==> src/ure_pkg.sv <==
`timescale 1ns / 1ps

package ure_pkg;

  // register widths and counts
  localparam int unsigned CntW    = 16;
  localparam int unsigned UpcW    = 8;
  localparam int unsigned DistW   = 19;
  localparam int unsigned StatW   = 2;
  localparam int unsigned RemW    = 6;
  localparam int unsigned CfgIdxW = 3;
  localparam int unsigned CfgDatW = 16;
  localparam int unsigned InDatW  = 8;
  localparam int unsigned OutDatW = 24;

  // speed of sound divisor, us per cm round trip
  localparam logic [RemW-1:0] SoundDiv = 6'd58;

  // register indexes
  localparam logic [CfgIdxW-1:0] REG_PRESCALE = 3'd0;
  localparam logic [CfgIdxW-1:0] REG_LEAD     = 3'd1;
  localparam logic [CfgIdxW-1:0] REG_HIGH     = 3'd2;
  localparam logic [CfgIdxW-1:0] REG_TIMEOUT  = 3'd3;
  localparam logic [CfgIdxW-1:0] REG_UPC      = 3'd4;

  // register reset values
  localparam logic [CntW-1:0] PRESCALE_RST = 16'd1024;
  localparam logic [CntW-1:0] LEAD_RST     = 16'd16;
  localparam logic [CntW-1:0] HIGH_RST     = 16'd160;
  localparam logic [CntW-1:0] TIMEOUT_RST  = 16'd65000;
  localparam logic [UpcW-1:0] UPC_RST      = 8'd64;

  // status codes
  localparam logic [StatW-1:0] ST_OK        = 2'd0;
  localparam logic [StatW-1:0] ST_NO_ECHO   = 2'd1;
  localparam logic [StatW-1:0] ST_ECHO_LONG = 2'd2;

  // phase codes
  localparam logic [2:0] PH_IDLE = 3'd0;
  localparam logic [2:0] PH_LEAD = 3'd1;
  localparam logic [2:0] PH_HIGH = 3'd2;
  localparam logic [2:0] PH_RISE = 3'd3;
  localparam logic [2:0] PH_MEAS = 3'd4;

  typedef struct packed {
    logic [CntW-1:0] prescale_ticks;
    logic [CntW-1:0] lead_low_ticks;
    logic [CntW-1:0] trigger_high_ticks;
    logic [CntW-1:0] timeout_counts;
    logic [UpcW-1:0] us_per_count;
  } ure_cfg_t;

  // packed so that trigger_level sits in bit 0
  typedef struct packed {
    logic [StatW-1:0] status;
    logic [DistW-1:0] distance_cm;
    logic             done_res;
    logic             busy_res;
    logic             trigger_level;
  } ure_result_t;

  // split a sum below 5*58+58 into quotient and remainder by 58
  function automatic logic [RemW+2:0] div58(input logic [8:0] s);
    logic [2:0]      q;
    logic [8:0]      sub;
    logic [RemW+2:0] res;
    if (s >= 9'd290) begin
      q = 3'd5; sub = 9'd290;
    end else if (s >= 9'd232) begin
      q = 3'd4; sub = 9'd232;
    end else if (s >= 9'd174) begin
      q = 3'd3; sub = 9'd174;
    end else if (s >= 9'd116) begin
      q = 3'd2; sub = 9'd116;
    end else if (s >= {3'd0, SoundDiv}) begin
      q = 3'd1; sub = {3'd0, SoundDiv};
    end else begin
      q = 3'd0; sub = 9'd0;
    end
    res = {q, 6'(s - sub)};
    return res;
  endfunction

endpackage

==> src/ure_cfg.sv <==
`timescale 1ns / 1ps

module ure_cfg (
  input  logic                         clk,
  input  logic                         rst_n,
  input  logic                         cfg_valid,
  output logic                         cfg_ready,
  input  logic [ure_pkg::CfgIdxW-1:0]  cfg_index,
  input  logic [ure_pkg::CfgDatW-1:0]  cfg_data,
  output ure_pkg::ure_cfg_t            cfg_o
);
  import ure_pkg::*;

  ure_cfg_t cfg_r;

  assign cfg_ready = 1'b1;
  assign cfg_o     = cfg_r;

  // register file, writes beyond the list are dropped
  always_ff @(posedge clk) begin
    if (!rst_n) begin
      cfg_r.prescale_ticks     <= PRESCALE_RST;
      cfg_r.lead_low_ticks     <= LEAD_RST;
      cfg_r.trigger_high_ticks <= HIGH_RST;
      cfg_r.timeout_counts     <= TIMEOUT_RST;
      cfg_r.us_per_count       <= UPC_RST;
    end else if (cfg_valid) begin
      unique case (cfg_index)
        REG_PRESCALE: cfg_r.prescale_ticks     <= cfg_data;
        REG_LEAD:     cfg_r.lead_low_ticks     <= cfg_data;
        REG_HIGH:     cfg_r.trigger_high_ticks <= cfg_data;
        REG_TIMEOUT:  cfg_r.timeout_counts     <= cfg_data;
        REG_UPC:      cfg_r.us_per_count       <= cfg_data[UpcW-1:0];
        default: ;
      endcase
    end
  end

endmodule

==> src/ure_core.sv <==
`timescale 1ns / 1ps

module ure_core (
  input  logic                 clk,
  input  logic                 rst_n,
  input  logic                 fire,
  input  logic                 start_req,
  input  logic                 echo_level,
  input  ure_pkg::ure_cfg_t    cfg,
  output ure_pkg::ure_result_t result
);
  import ure_pkg::*;

  logic [2:0]       phase_r, phase_nxt;
  logic [CntW-1:0]  ps_cnt_r, ps_cnt_nxt;
  logic [CntW-1:0]  echo_cnt_r, echo_cnt_nxt;
  logic [CntW-1:0]  trig_tmr_r, trig_tmr_nxt;
  logic [DistW-1:0] dist_r, dist_nxt;
  logic [StatW-1:0] stat_r, stat_nxt;
  logic [DistW-1:0] quo_r, quo_nxt;
  logic [RemW-1:0]  rem_r, rem_nxt;
  logic             done;

  logic [CntW:0]    ps_inc;
  logic             ps_hit;
  logic [CntW-1:0]  ps_adv;
  logic [CntW:0]    tmr_inc;
  logic             timed_out;
  logic [RemW+2:0]  dm;

  // prescaler, trigger timer and timeout compares
  assign ps_inc    = {1'b0, ps_cnt_r} + 17'd1;
  assign ps_hit    = ps_inc >= {1'b0, cfg.prescale_ticks};
  assign ps_adv    = ps_hit ? '0 : ps_inc[CntW-1:0];
  assign tmr_inc   = {1'b0, trig_tmr_r} + 17'd1;
  assign timed_out = echo_cnt_r >= cfg.timeout_counts;

  // running count * us_per_count, kept as quotient and remainder by 58
  assign dm = div58(9'(rem_r) + 9'(cfg.us_per_count));

  // phase sequencer
  always_comb begin
    phase_nxt    = phase_r;
    ps_cnt_nxt   = ps_cnt_r;
    echo_cnt_nxt = echo_cnt_r;
    trig_tmr_nxt = trig_tmr_r;
    dist_nxt     = dist_r;
    stat_nxt     = stat_r;
    quo_nxt      = quo_r;
    rem_nxt      = rem_r;
    done         = 1'b0;
    unique case (phase_r)
      PH_IDLE: begin
        if (start_req) begin
          trig_tmr_nxt = '0;
          phase_nxt    = (cfg.lead_low_ticks == '0) ? PH_HIGH : PH_LEAD;
        end
      end
      PH_LEAD: begin
        if (tmr_inc >= {1'b0, cfg.lead_low_ticks}) begin
          trig_tmr_nxt = '0;
          phase_nxt    = PH_HIGH;
        end else begin
          trig_tmr_nxt = tmr_inc[CntW-1:0];
        end
      end
      PH_HIGH: begin
        if (tmr_inc >= {1'b0, cfg.trigger_high_ticks}) begin
          trig_tmr_nxt = '0;
          ps_cnt_nxt   = '0;
          echo_cnt_nxt = '0;
          phase_nxt    = PH_RISE;
        end else begin
          trig_tmr_nxt = tmr_inc[CntW-1:0];
        end
      end
      PH_RISE: begin
        if (echo_level) begin
          ps_cnt_nxt   = '0;
          echo_cnt_nxt = '0;
          quo_nxt      = '0;
          rem_nxt      = '0;
          phase_nxt    = PH_MEAS;
        end else begin
          ps_cnt_nxt = ps_adv;
          if (ps_hit) begin
            if (timed_out) begin
              done     = 1'b1;
              dist_nxt = '0;
              stat_nxt = ST_NO_ECHO;
            end else begin
              echo_cnt_nxt = echo_cnt_r + 16'd1;
            end
          end
        end
      end
      PH_MEAS: begin
        if (!echo_level) begin
          done     = 1'b1;
          dist_nxt = quo_r;
          stat_nxt = ST_OK;
        end else begin
          ps_cnt_nxt = ps_adv;
          if (ps_hit) begin
            if (timed_out) begin
              done     = 1'b1;
              dist_nxt = '0;
              stat_nxt = ST_ECHO_LONG;
            end else begin
              echo_cnt_nxt = echo_cnt_r + 16'd1;
              quo_nxt      = quo_r + 19'(dm[RemW+2:RemW]);
              rem_nxt      = dm[RemW-1:0];
            end
          end
        end
      end
      default: begin
        phase_nxt = PH_IDLE;
      end
    endcase
    // finishing returns to idle with counters cleared
    if (done || phase_nxt == PH_IDLE) begin
      phase_nxt    = PH_IDLE;
      ps_cnt_nxt   = '0;
      echo_cnt_nxt = '0;
      trig_tmr_nxt = '0;
      quo_nxt      = '0;
      rem_nxt      = '0;
    end
  end

  // result for this tick, taken after the update
  always_comb begin
    result.trigger_level = (phase_nxt == PH_HIGH);
    result.busy_res      = (phase_nxt != PH_IDLE);
    result.done_res      = done;
    result.distance_cm   = dist_nxt;
    result.status        = stat_nxt;
  end

  always_ff @(posedge clk) begin
    if (!rst_n) begin
      phase_r    <= PH_IDLE;
      ps_cnt_r   <= '0;
      echo_cnt_r <= '0;
      trig_tmr_r <= '0;
      dist_r     <= '0;
      stat_r     <= ST_OK;
      quo_r      <= '0;
      rem_r      <= '0;
    end else if (fire) begin
      phase_r    <= phase_nxt;
      ps_cnt_r   <= ps_cnt_nxt;
      echo_cnt_r <= echo_cnt_nxt;
      trig_tmr_r <= trig_tmr_nxt;
      dist_r     <= dist_nxt;
      stat_r     <= stat_nxt;
      quo_r      <= quo_nxt;
      rem_r      <= rem_nxt;
    end
  end

endmodule

==> src/ure_skid.sv <==
`timescale 1ns / 1ps

module ure_skid (
  input  logic                 clk,
  input  logic                 rst_n,
  input  logic                 push,
  input  ure_pkg::ure_result_t push_data,
  output logic                 can_push,
  output logic                 out_valid,
  input  logic                 out_ready,
  output ure_pkg::ure_result_t out_data
);
  import ure_pkg::*;

  ure_result_t main_r, skid_r;
  logic        main_valid_r, skid_valid_r;

  assign can_push  = !skid_valid_r;
  assign out_valid = main_valid_r;
  assign out_data  = main_r;

  // control: main stage feeds the port, skid catches an item while stalled
  always_ff @(posedge clk) begin
    if (!rst_n) begin
      main_valid_r <= 1'b0;
      skid_valid_r <= 1'b0;
    end else if (!main_valid_r || out_ready) begin
      main_valid_r <= skid_valid_r || push;
      skid_valid_r <= 1'b0;
    end else if (push) begin
      skid_valid_r <= 1'b1;
    end
  end

  // payload
  always_ff @(posedge clk) begin
    if (!main_valid_r || out_ready) begin
      main_r <= skid_valid_r ? skid_r : push_data;
    end else if (push) begin
      skid_r <= push_data;
    end
  end

endmodule

==> src/ultrasonic_echo_ranger.sv <==
// an accepted tick's result is registered in the output stage, offered on out_tvalid
// throughput: one tick per cycle while in_tready is high; the two-entry output stage
//   takes one more tick after out_tready drops, then in_tready falls
// reset: synchronous active-low rst_n clears the phase, counters and last result
//   and loads the register defaults; no clearing pass is needed
`timescale 1ns / 1ps

module ultrasonic_echo_ranger (
  input  logic                                clk,
  input  logic                                rst_n,
  input  logic                                in_tvalid,
  output logic                                in_tready,
  // [0] start_req, [1] echo_level, [7:2] zero
  input  logic [ure_pkg::InDatW-1:0]          in_tdata,
  output logic                                out_tvalid,
  input  logic                                out_tready,
  // [0] trigger_level, [1] busy_res, [2] done_res, [21:3] distance_cm, [23:22] status
  output logic [ure_pkg::OutDatW-1:0]         out_tdata,
  input  logic                                cfg_valid,
  output logic                                cfg_ready,
  input  logic [ure_pkg::CfgIdxW-1:0]         cfg_index,
  input  logic [ure_pkg::CfgDatW-1:0]         cfg_data
);
  import ure_pkg::*;

  ure_cfg_t    cfg;
  ure_result_t core_res, out_res;
  logic        fire;

  assign fire      = in_tvalid && in_tready;
  assign out_tdata = out_res;

  ure_cfg u_cfg (
    .clk       (clk),
    .rst_n     (rst_n),
    .cfg_valid (cfg_valid),
    .cfg_ready (cfg_ready),
    .cfg_index (cfg_index),
    .cfg_data  (cfg_data),
    .cfg_o     (cfg)
  );

  ure_core u_core (
    .clk        (clk),
    .rst_n      (rst_n),
    .fire       (fire),
    .start_req  (in_tdata[0]),
    .echo_level (in_tdata[1]),
    .cfg        (cfg),
    .result     (core_res)
  );

  ure_skid u_skid (
    .clk       (clk),
    .rst_n     (rst_n),
    .push      (fire),
    .push_data (core_res),
    .can_push  (in_tready),
    .out_valid (out_tvalid),
    .out_ready (out_tready),
    .out_data  (out_res)
  );

endmodule

==> config.mk <==
export PLATFORM = sky130hd
export DESIGN_NAME = ultrasonic_echo_ranger
export DESIGN_NICKNAME = d
export VERILOG_FILES = /design/src/ure_pkg.sv /design/src/ure_cfg.sv /design/src/ure_core.sv /design/src/ure_skid.sv /design/src/ultrasonic_echo_ranger.sv
export SDC_FILE = /design/constraint.sdc
export NUM_CORES = 1
export LEC_CHECK = 0
export BUFFER_PORTS_ARGS = -buffer_cell sky130_fd_sc_hd__buf_2
export CORE_MARGIN = 1.5
export CORE_UTILIZATION = 65
export CTS_CLUSTER_DIAMETER = 150
export DETAILED_ROUTE_END_ITERATION = 10
export GPL_ROUTABILITY_DRIVEN = 0
export PLACE_DENSITY = 0.86
export SLEW_MARGIN = 0
export SYNTH_ARGS = -nofsm -noshare
export SYNTH_HDL_FRONTEND = slang
export SYNTH_SLANG_ARGS = --single-unit
==> constraint.sdc <==
create_clock -name clk -period 9.9 [get_ports clk]
set_input_delay 0.99 -clock clk [delete_from_list [all_inputs] [get_ports clk]]
set_output_delay 0.99 -clock clk [all_outputs]
set_load 0.1 [all_outputs]
==> qor.txt, run 1 <==
crit end category: flip-flop
placed cell area: 12210 um^2
Ys Warns: 0
pwr dens: 158.6 nW/um^2
Pwr Total: 2058 uW
die height: 138.2 um
Syn Area/Cell: 8.807 um^2
hold crit path type: reg -> reg
Clock Latency Late Sink: 0.51 ns
grt total ovfl: 0
max incr delay on CP: 0.85 ns
via count: 10073
Final ANT Viol Nets: 0
Worst EP required: 10.34 ns
share of cells above drive strength 1: 12.17%
Netlist cell types: 85
largest net degree at the start of global routing: 71
minimum clock period: 5.028 ns
vias per cell: 6.253
ys flop type: dfxtp_1
DRC Markers: 0
Final Util: 72.24%
first-pass GRT wire length: 47000 um
Rel. slew slack: 14.21%
most area-consuming cells after synthesis: dfxtp_1, edfxtp_1, ha_1
H-tree depth: 1
CTS Hold Buffers Added: 0
dpl cells: 1569
buffer and inverter count on the worst path: 0
total track usage: 29.34%
#FFs+latches synth: 219
WL/cell: 17.49 um
Hold Fails Final Rpt: 0
fin area: 12980 um^2
Final HPWL DP: 19030 um
TritonCTS clock tree: done
WS Path Type: reg -> reg
root buf cell: clkbuf_16
post-synthesis instance total: 1349
Post-synth EDFFs: 48
Die W: 138.2 um
1st-iter DRT viols: 1113
worst vdd rail ir drop: 0.2125 mV
setup tns final: 0 ns
I/O Buffers: 51
reg2reg start: u_core.ps_cnt_r[0]$_SDFFE_PN0P_
Syn Std Cell Area: 11880 um^2
CTS Buf Count: 23
Initial Util: 66.13%
RSZ-0062 raised after global routing: false
Worst Clk Skew: 0.009901 ns
Routed WL: 28180 um
Setup crit start: u_core.ps_cnt_r[0]$_SDFFE_PN0P_
Crit path max-delay family: simple AND/OR/NAND/NOR gates
Leak Pwr: 0.005286 uW
core area: 17960 um^2
worst-path cell chain: ha_1 -> nand3_1 -> nor3_2 -> and4_1 -> xor2_1 -> ha_1 -> a21oi_1 -> o21ai_0 -> o41a_4 -> o211ai_2 -> and3_1 -> and3_1 -> a221o_1
hold path start: u_cfg.cfg_o[61]$_SDFFE_PN0P_
vias in the first global route: 9865
synthesis-to-layout area growth: 9.226%
post-synth top area share: 28.82%
final slew viol count: 0
Worst EP arrival: 5.47 ns
initial antenna violation count: 1
drt pass-1 iters: 5
final setup violation count: 0
Final nets: 1480
final non-filler cell total: 1611
IO Pins: 59
die area: 19100 um^2
post-synthesis sequential area ratio: 40.95%
period utilisation layout: 50.79%
# Post-CTS Setup Buffers: 0
row cnt: 49
CTS sink count: 219
status: completed
Max FO, Critical Path: 24
critical path startpoint category: flip-flop
cell accounting for the most synthesized area: dfxtp_1
FMAX: 198.9 MHz
CP max-delay cell: and3_1
Syn Nets: 1464
Synth async-reset ratio: 0%
Worst Max-Slew Pin Slew: 1.286 ns
CTS clk-pin slew, worst paths: 0.06 ns
flop2flop setup slack: 4.87 ns
CTS Buffer Depth: 3
max-cap viol count: 0
CTS resizes: 0
worst min-delay path: stages, from the launching register on:
cell     delay [ns]
dfxtp_1        0.31
nand2_1        0.05
a21oi_1        0.05
cells in the mapped netlist (8+ instances only):
cell type and number:
ha_1 80, nand3_1 42, o211ai_1 23, edfxtp_1 48
o21ba_2 19, o21ai_0 73, nand2_1 229, nand4_1 21
buf_2 9, xor2_1 15, dfxtp_1 171, nor2_1 42
and2_1 8, mux2_2 22, and3_1 27, nor3_1 18
a22o_1 30, inv_1 85, nor3b_1 9, a21oi_1 108
clkbuf_1 51, xnor2_1 21, a31oi_1 10, a21o_1 18
nor2b_1 14, nor4_1 10
metrics by stage:
step / hold slack, ns / worst slack, ns
after CTS: 0.4541 / 4.888
after global routing: 0.4741 / 4.477
after floorplan: 0.4356 / 5.668
after detailed placement: 0.4466 / 4.945
after global placement: 0.4423 / 5.050
final: 0.4555 / 4.872
flip-flops by register name, indices dropped and copies added, names as in the netlist:
signal / cells
u_skid.skid_r: 24
u_core.trig_tmr_r: 16
u_core.dist_r: 19
u_core.phase_r: 3
u_cfg.cfg_o: 72
u_skid.skid_valid_r: 1
u_core.quo_r: 19
u_skid.out_data: 24
u_core.stat_r: 2
u_core.rem_r: 6
u_core.echo_cnt_r: 16
u_skid.out_valid: 1
u_core.ps_cnt_r: 16
power by group:
part / internal (uW) / leakage, uW / total (uW) / switching, uW
combinational: 55.7 / 0.00305 / 225 / 169
sequential: 941 / 0.00187 / 953 / 12.0
clock: 517 / 0.000368 / 880 / 364
layout make-up:
class / count / area [um^2]
multi-input cells: 974 / 6417
repair buffers: 59 / 315.3
fillers: 1297 / 4987
diodes: 1 / 2.502
flip-flops and latches: 219 / 4865
clock inverters: 12 / 151.4
clock buffers: 29 / 608.1
well taps: 229 / 286.5
inverters: 88 / 330.3
routing by layer:
metal | vias up | track usage (%) | part of all wire [%] | wire length, um
met5 | - | 0 | 0 | 0
met4 | 0 | 11.30 | 3.3 | 922
met2 | 336 | 50.43 | 48 | 13540
li1 | 4875 | - | - | -
met3 | 76 | 3.879 | 5.5 | 1546
met1 | 4786 | 37.70 | 43 | 12170
path summary, 6_finish.rpt:
check	endpoint	cells after the start
hold reg to reg	u_cfg.cfg_o[61]$_SDFFE_PN0P_	2
setup reg to reg	u_core.ps_cnt_r[7]$_SDFFE_PN0P_	13
setup / recovery	u_core.ps_cnt_r[7]$_SDFFE_PN0P_	13
hold / removal	u_cfg.cfg_o[61]$_SDFFE_PN0P_	2
layout by cell type (no fill, tap or decap), types with 23 or more instances in the layout:
master	count
a21oi_1	108
a22o_1	30
and3_1	27
buf_2	51
clkbuf_16	23
dfxtp_1	171
edfxtp_1	48
ha_1	80
inv_1	85
nand2_1	229
nand3_1	42
nor2_1	41
o211ai_1	23
o21ai_0	73
cell families (layout without fill, tap and decap cells):
kind of cell,after synthesis,in the layout,share of synthesized area [%]
buffers and inverters,156,188,5.055
other,1,2,0.03157
adders and majority gates,83,83,8.931
AOI/OAI and AO/OA,370,370,21.61
muxes,23,23,2.170
and+or+nand+nor,461,461,18.60
xor gates and xnor gates,36,36,2.654
DFF,219,219,40.95
(Power assumes the default switching activity.)
==> run 2: changes to the inputs <==
--- a/config.mk
+++ b/config.mk
@@ -7,11 +7,11 @@
 export LEC_CHECK = 0
 export BUFFER_PORTS_ARGS = -buffer_cell sky130_fd_sc_hd__buf_2
 export CORE_MARGIN = 1.5
-export CORE_UTILIZATION = 65
+export CORE_UTILIZATION = 56
 export CTS_CLUSTER_DIAMETER = 150
 export DETAILED_ROUTE_END_ITERATION = 10
 export GPL_ROUTABILITY_DRIVEN = 0
-export PLACE_DENSITY = 0.86
+export PLACE_DENSITY = 0.79
 export SLEW_MARGIN = 0
 export SYNTH_ARGS = -nofsm -noshare
 export SYNTH_HDL_FRONTEND = slang
==> constraint.sdc (replaced) <==
create_clock -name clk -period 4.4 [get_ports clk]
set_input_delay 0.44 -clock clk [delete_from_list [all_inputs] [get_ports clk]]
set_output_delay 0.44 -clock clk [all_outputs]
set_load 0.1 [all_outputs]
==> run 2 against run 1 <==
  * Clock-buffer cell count is 4 higher
  * First-iteration DRC count is 22% lower
  * Register-to-register slack worse by 4.7 ns
  * Combinational power is 130% higher
  * Non-clock buffer count is 34 higher
  * Utilization is 7.6 points lower
  * Worst hold slack worse by 0.24 ns
  * Global-route usage is 3.7 points lower
  * Setup slack worse by 4.7 ns
  * Largest cell class unchanged
==> qor.txt, run 2 (synthesis results as in run 1) <==
final setup violation count: 0 (unchanged)
hold crit path type: in -> reg (was reg -> reg)
largest net degree at the start of global routing: 69 (was 71)
WL/cell: 16.87 um (was 17.49 um)
core area: 20890 um^2 (was 17960 um^2)
max incr delay on CP: 0.42 ns (was 0.85 ns)
reg2reg end: u_core.quo_r[14]$_SDFFE_PN0P_ (was u_core.ps_cnt_r[7]$_SDFFE_PN0P_)
worst-path cell chain: ha_2 -> fa_2 -> a21o_1 -> a21oi_4 -> o21ai_2 -> a311oi_2 -> buf_4 -> nor2_1 -> a31o_2 -> o21bai_4 -> ha_2 -> inv_1 -> fa_2 -> nor2b_4 -> o2111ai_2 -> nor2_2 -> nand3_4 -> buf_6 -> o21ai_0 -> o2bb2a_1 -> a21oi_1 (was ha_1 -> nand3_1 -> nor3_2 -> and4_1 -> xor2_1 -> ha_1 -> a21oi_1 -> o21ai_0 -> o41a_4 -> o211ai_2 -> and3_1 -> and3_1 -> a221o_1)
Min Hold Slack: 0.2184 ns (was 0.4555 ns)
initial antenna violation count: 0 (was 1)
ant diodes: 0 (was 1)
Leak Pwr: 0.005531 uW (was 0.005286 uW)
Setup crit start: u_cfg.cfg_o[0]$_SDFFE_PN0P_ (was u_core.ps_cnt_r[0]$_SDFFE_PN0P_)
IO Pins: 59 (unchanged)
Worst Clk Skew: 0.01233 ns (was 0.009901 ns)
row cnt: 53 (was 49)
Die W: 148.7 um (was 138.2 um)
max-cap viol count: 0 (unchanged)
Largest register FFs: 72 (unchanged)
CTS sink count: 219 (unchanged)
TritonCTS clock tree: done (unchanged)
synthesis-to-layout area growth: 13.58% (was 9.226%)
WS Path Type: reg -> reg (unchanged)
CTS Buf Count: 24 (was 23)
pwr dens: 344.3 nW/um^2 (was 158.6 nW/um^2)
CTS Hold Buffers Added: 0 (unchanged)
I/O Buffers: 51 (unchanged)
minimum clock period: 4.214 ns (was 5.028 ns)
buffer and inverter count on the worst path: 3 (was 0)
CP max-delay cell: fa_2 (was and3_1)
die height: 148.7 um (was 138.2 um)
first-pass GRT wire length: 46350 um (was 47000 um)
Max FO, Critical Path: 6 (was 24)
most frequent cells in the layout: nand2_1, dfxtp_1, a21oi_1 (unchanged)
share of cells above drive strength 1: 16.44% (was 12.17%)
Initial Util: 56.87% (was 66.13%)
CTS clk-pin slew, worst paths: 0.06 ns (about the same)
Rel. slew slack: 16.69% (was 14.21%)
total track usage: 25.62% (was 29.34%)
via count: 10162 (was 10073)
Final HPWL DP: 19780 um (was 19030 um)
final slew viol count: 0 (unchanged)
root buf cell: clkbuf_16 (unchanged)
worst vdd rail ir drop: 0.2637 mV (was 0.2125 mV)
1st-iter DRT viols: 868 (was 1113)
Crit path max-delay family: compound AO/OA/AOI/OAI gates (was simple AND/OR/NAND/NOR gates)
H-tree depth: 1 (unchanged)
Worst EP required: 4.78 ns (was 10.34 ns)
flop2flop setup slack: 0.19 ns (was 4.87 ns)
vias in the first global route: 9485 (was 9865)
Clock Latency Late Sink: 0.52 ns (was 0.51 ns)
crit end category: flip-flop (unchanged)
grt total ovfl: 0 (unchanged)
status: completed (unchanged)
die area: 22100 um^2 (was 19100 um^2)
drt pass-1 iters: 5 (unchanged)
vias per cell: 6.006 (was 6.253)
FMAX: 237.3 MHz (was 198.9 MHz)
R2R cell count: 21 (was 13)
CTS Buffer Depth: 3 (unchanged)
Critical path destination: u_core.quo_r[14]$_SDFFE_PN0P_ (was u_core.ps_cnt_r[7]$_SDFFE_PN0P_)
Worst EP arrival: 4.59 ns (was 5.47 ns)
reg2reg start: u_cfg.cfg_o[0]$_SDFFE_PN0P_ (was u_core.ps_cnt_r[0]$_SDFFE_PN0P_)
DRC Markers: 0 (unchanged)
Worst path depth: 21 (was 13)
critical path startpoint category: flip-flop (unchanged)
Routed WL: 28540 um (was 28180 um)
Final nets: 1515 (was 1480)
Final ANT Viol Nets: 0 (unchanged)
Hold Fails Final Rpt: 0 (unchanged)
most common cell after layout, fill and taps aside: nand2_1 (unchanged)
Worst Max-Slew Pin Slew: 1.245 ns (was 1.286 ns)
period utilisation layout: 95.77% (was 50.79%)
setup tns final: 0 ns (unchanged)
run 2: worst min-delay path, stage by stage:
cell and delay (ns):
buf_2 0.13, nand2_1 0.06, a21oi_1 0.05
run 2: metrics by stage:
| step | power (uW) | area [um^2] | std cells | util [%] | setup WS (ns) |
|---|---|---|---|---|---|
| CTS | 4667 | 13300 | 1687 | 63.65 | 0.004667 |
| finish | 4646 | 13490 | 1692 | 64.59 | 0.1859 |
| global route | 4802 | 13490 | 1692 | 64.59 | -0.04464 |
| detailed placement | 2696 | 12490 | 1642 | 59.78 | -0.1859 |
| floorplan | 2574 | 11880 | 1349 | - | 0.1678 |
| global placement | 2683 | 12490 | 1642 | 59.78 | -0.01971 |
run 2: how the worst min path moves through the flow:
stage	start	endpoint	slack, ns	cells after the start
after CTS	cfg_data[11]	u_cfg.cfg_o[35]$_SDFFE_PN0P_	0.21	3
after global routing	cfg_data[14]	u_cfg.cfg_o[38]$_SDFFE_PN0P_	0.21	3
after detailed placement	u_cfg.cfg_o[67]$_SDFFE_PN0P_	u_cfg.cfg_o[67]$_SDFFE_PN0P_	0.45	2
after floorplan	u_core.rem_r[2]$_SDFFE_PN0P_	u_core.rem_r[2]$_SDFFE_PN0P_	0.44	2
final	cfg_data[15]	u_cfg.cfg_o[39]$_SDFFE_PN0P_	0.22	3
after global placement	u_cfg.cfg_o[67]$_SDFFE_PN0P_	u_cfg.cfg_o[67]$_SDFFE_PN0P_	0.44	2
run 2: final cells by class:
type / count / area [um^2]
Multi-Input combinational cell: 974 / 6588
Clock buffer: 33 / 675.6
Clock inverter: 10 / 102.6
Inverter: 88 / 330.3
Sequential cell: 219 / 4866
Timing Repair Buffer: 93 / 586.8
Fill cell: 1698 / 7396
Tap cell: 275 / 344.1
run 2: timing repair:
item | CTS | global route
buffers inserted | 2 | 5
resized for setup | 5 | 38
endpoints found under the hold margin | 0 | 0
pin swaps | 3 | 11
endpoints found under the setup margin | 6 | 51
run 2: report_power, final:
| group | total (uW) | internal [uW] | leakage [uW] | switching [uW] |
|---|---|---|---|---|
| Combinational | 522 | 136 | 0.00327 | 386 |
| Sequential | 2140 | 2120 | 0.00187 | 26.0 |
| Clock | 1980 | 1190 | 0.000387 | 792 |
| Total | 4650 | 3440 | 0.00553 | 1200 |
run 2: metal layers:
| metal | track usage (%) | share of wire [%] | routed length [um] |
|---|---|---|---|
| met1 | 33.94 | 44 | 12530 |
| met2 | 43.05 | 47 | 13530 |
| met3 | 3.865 | 5.9 | 1672 |
| met4 | 8.119 | 2.8 | 805 |
| met5 | 0 | 0 | 0 |
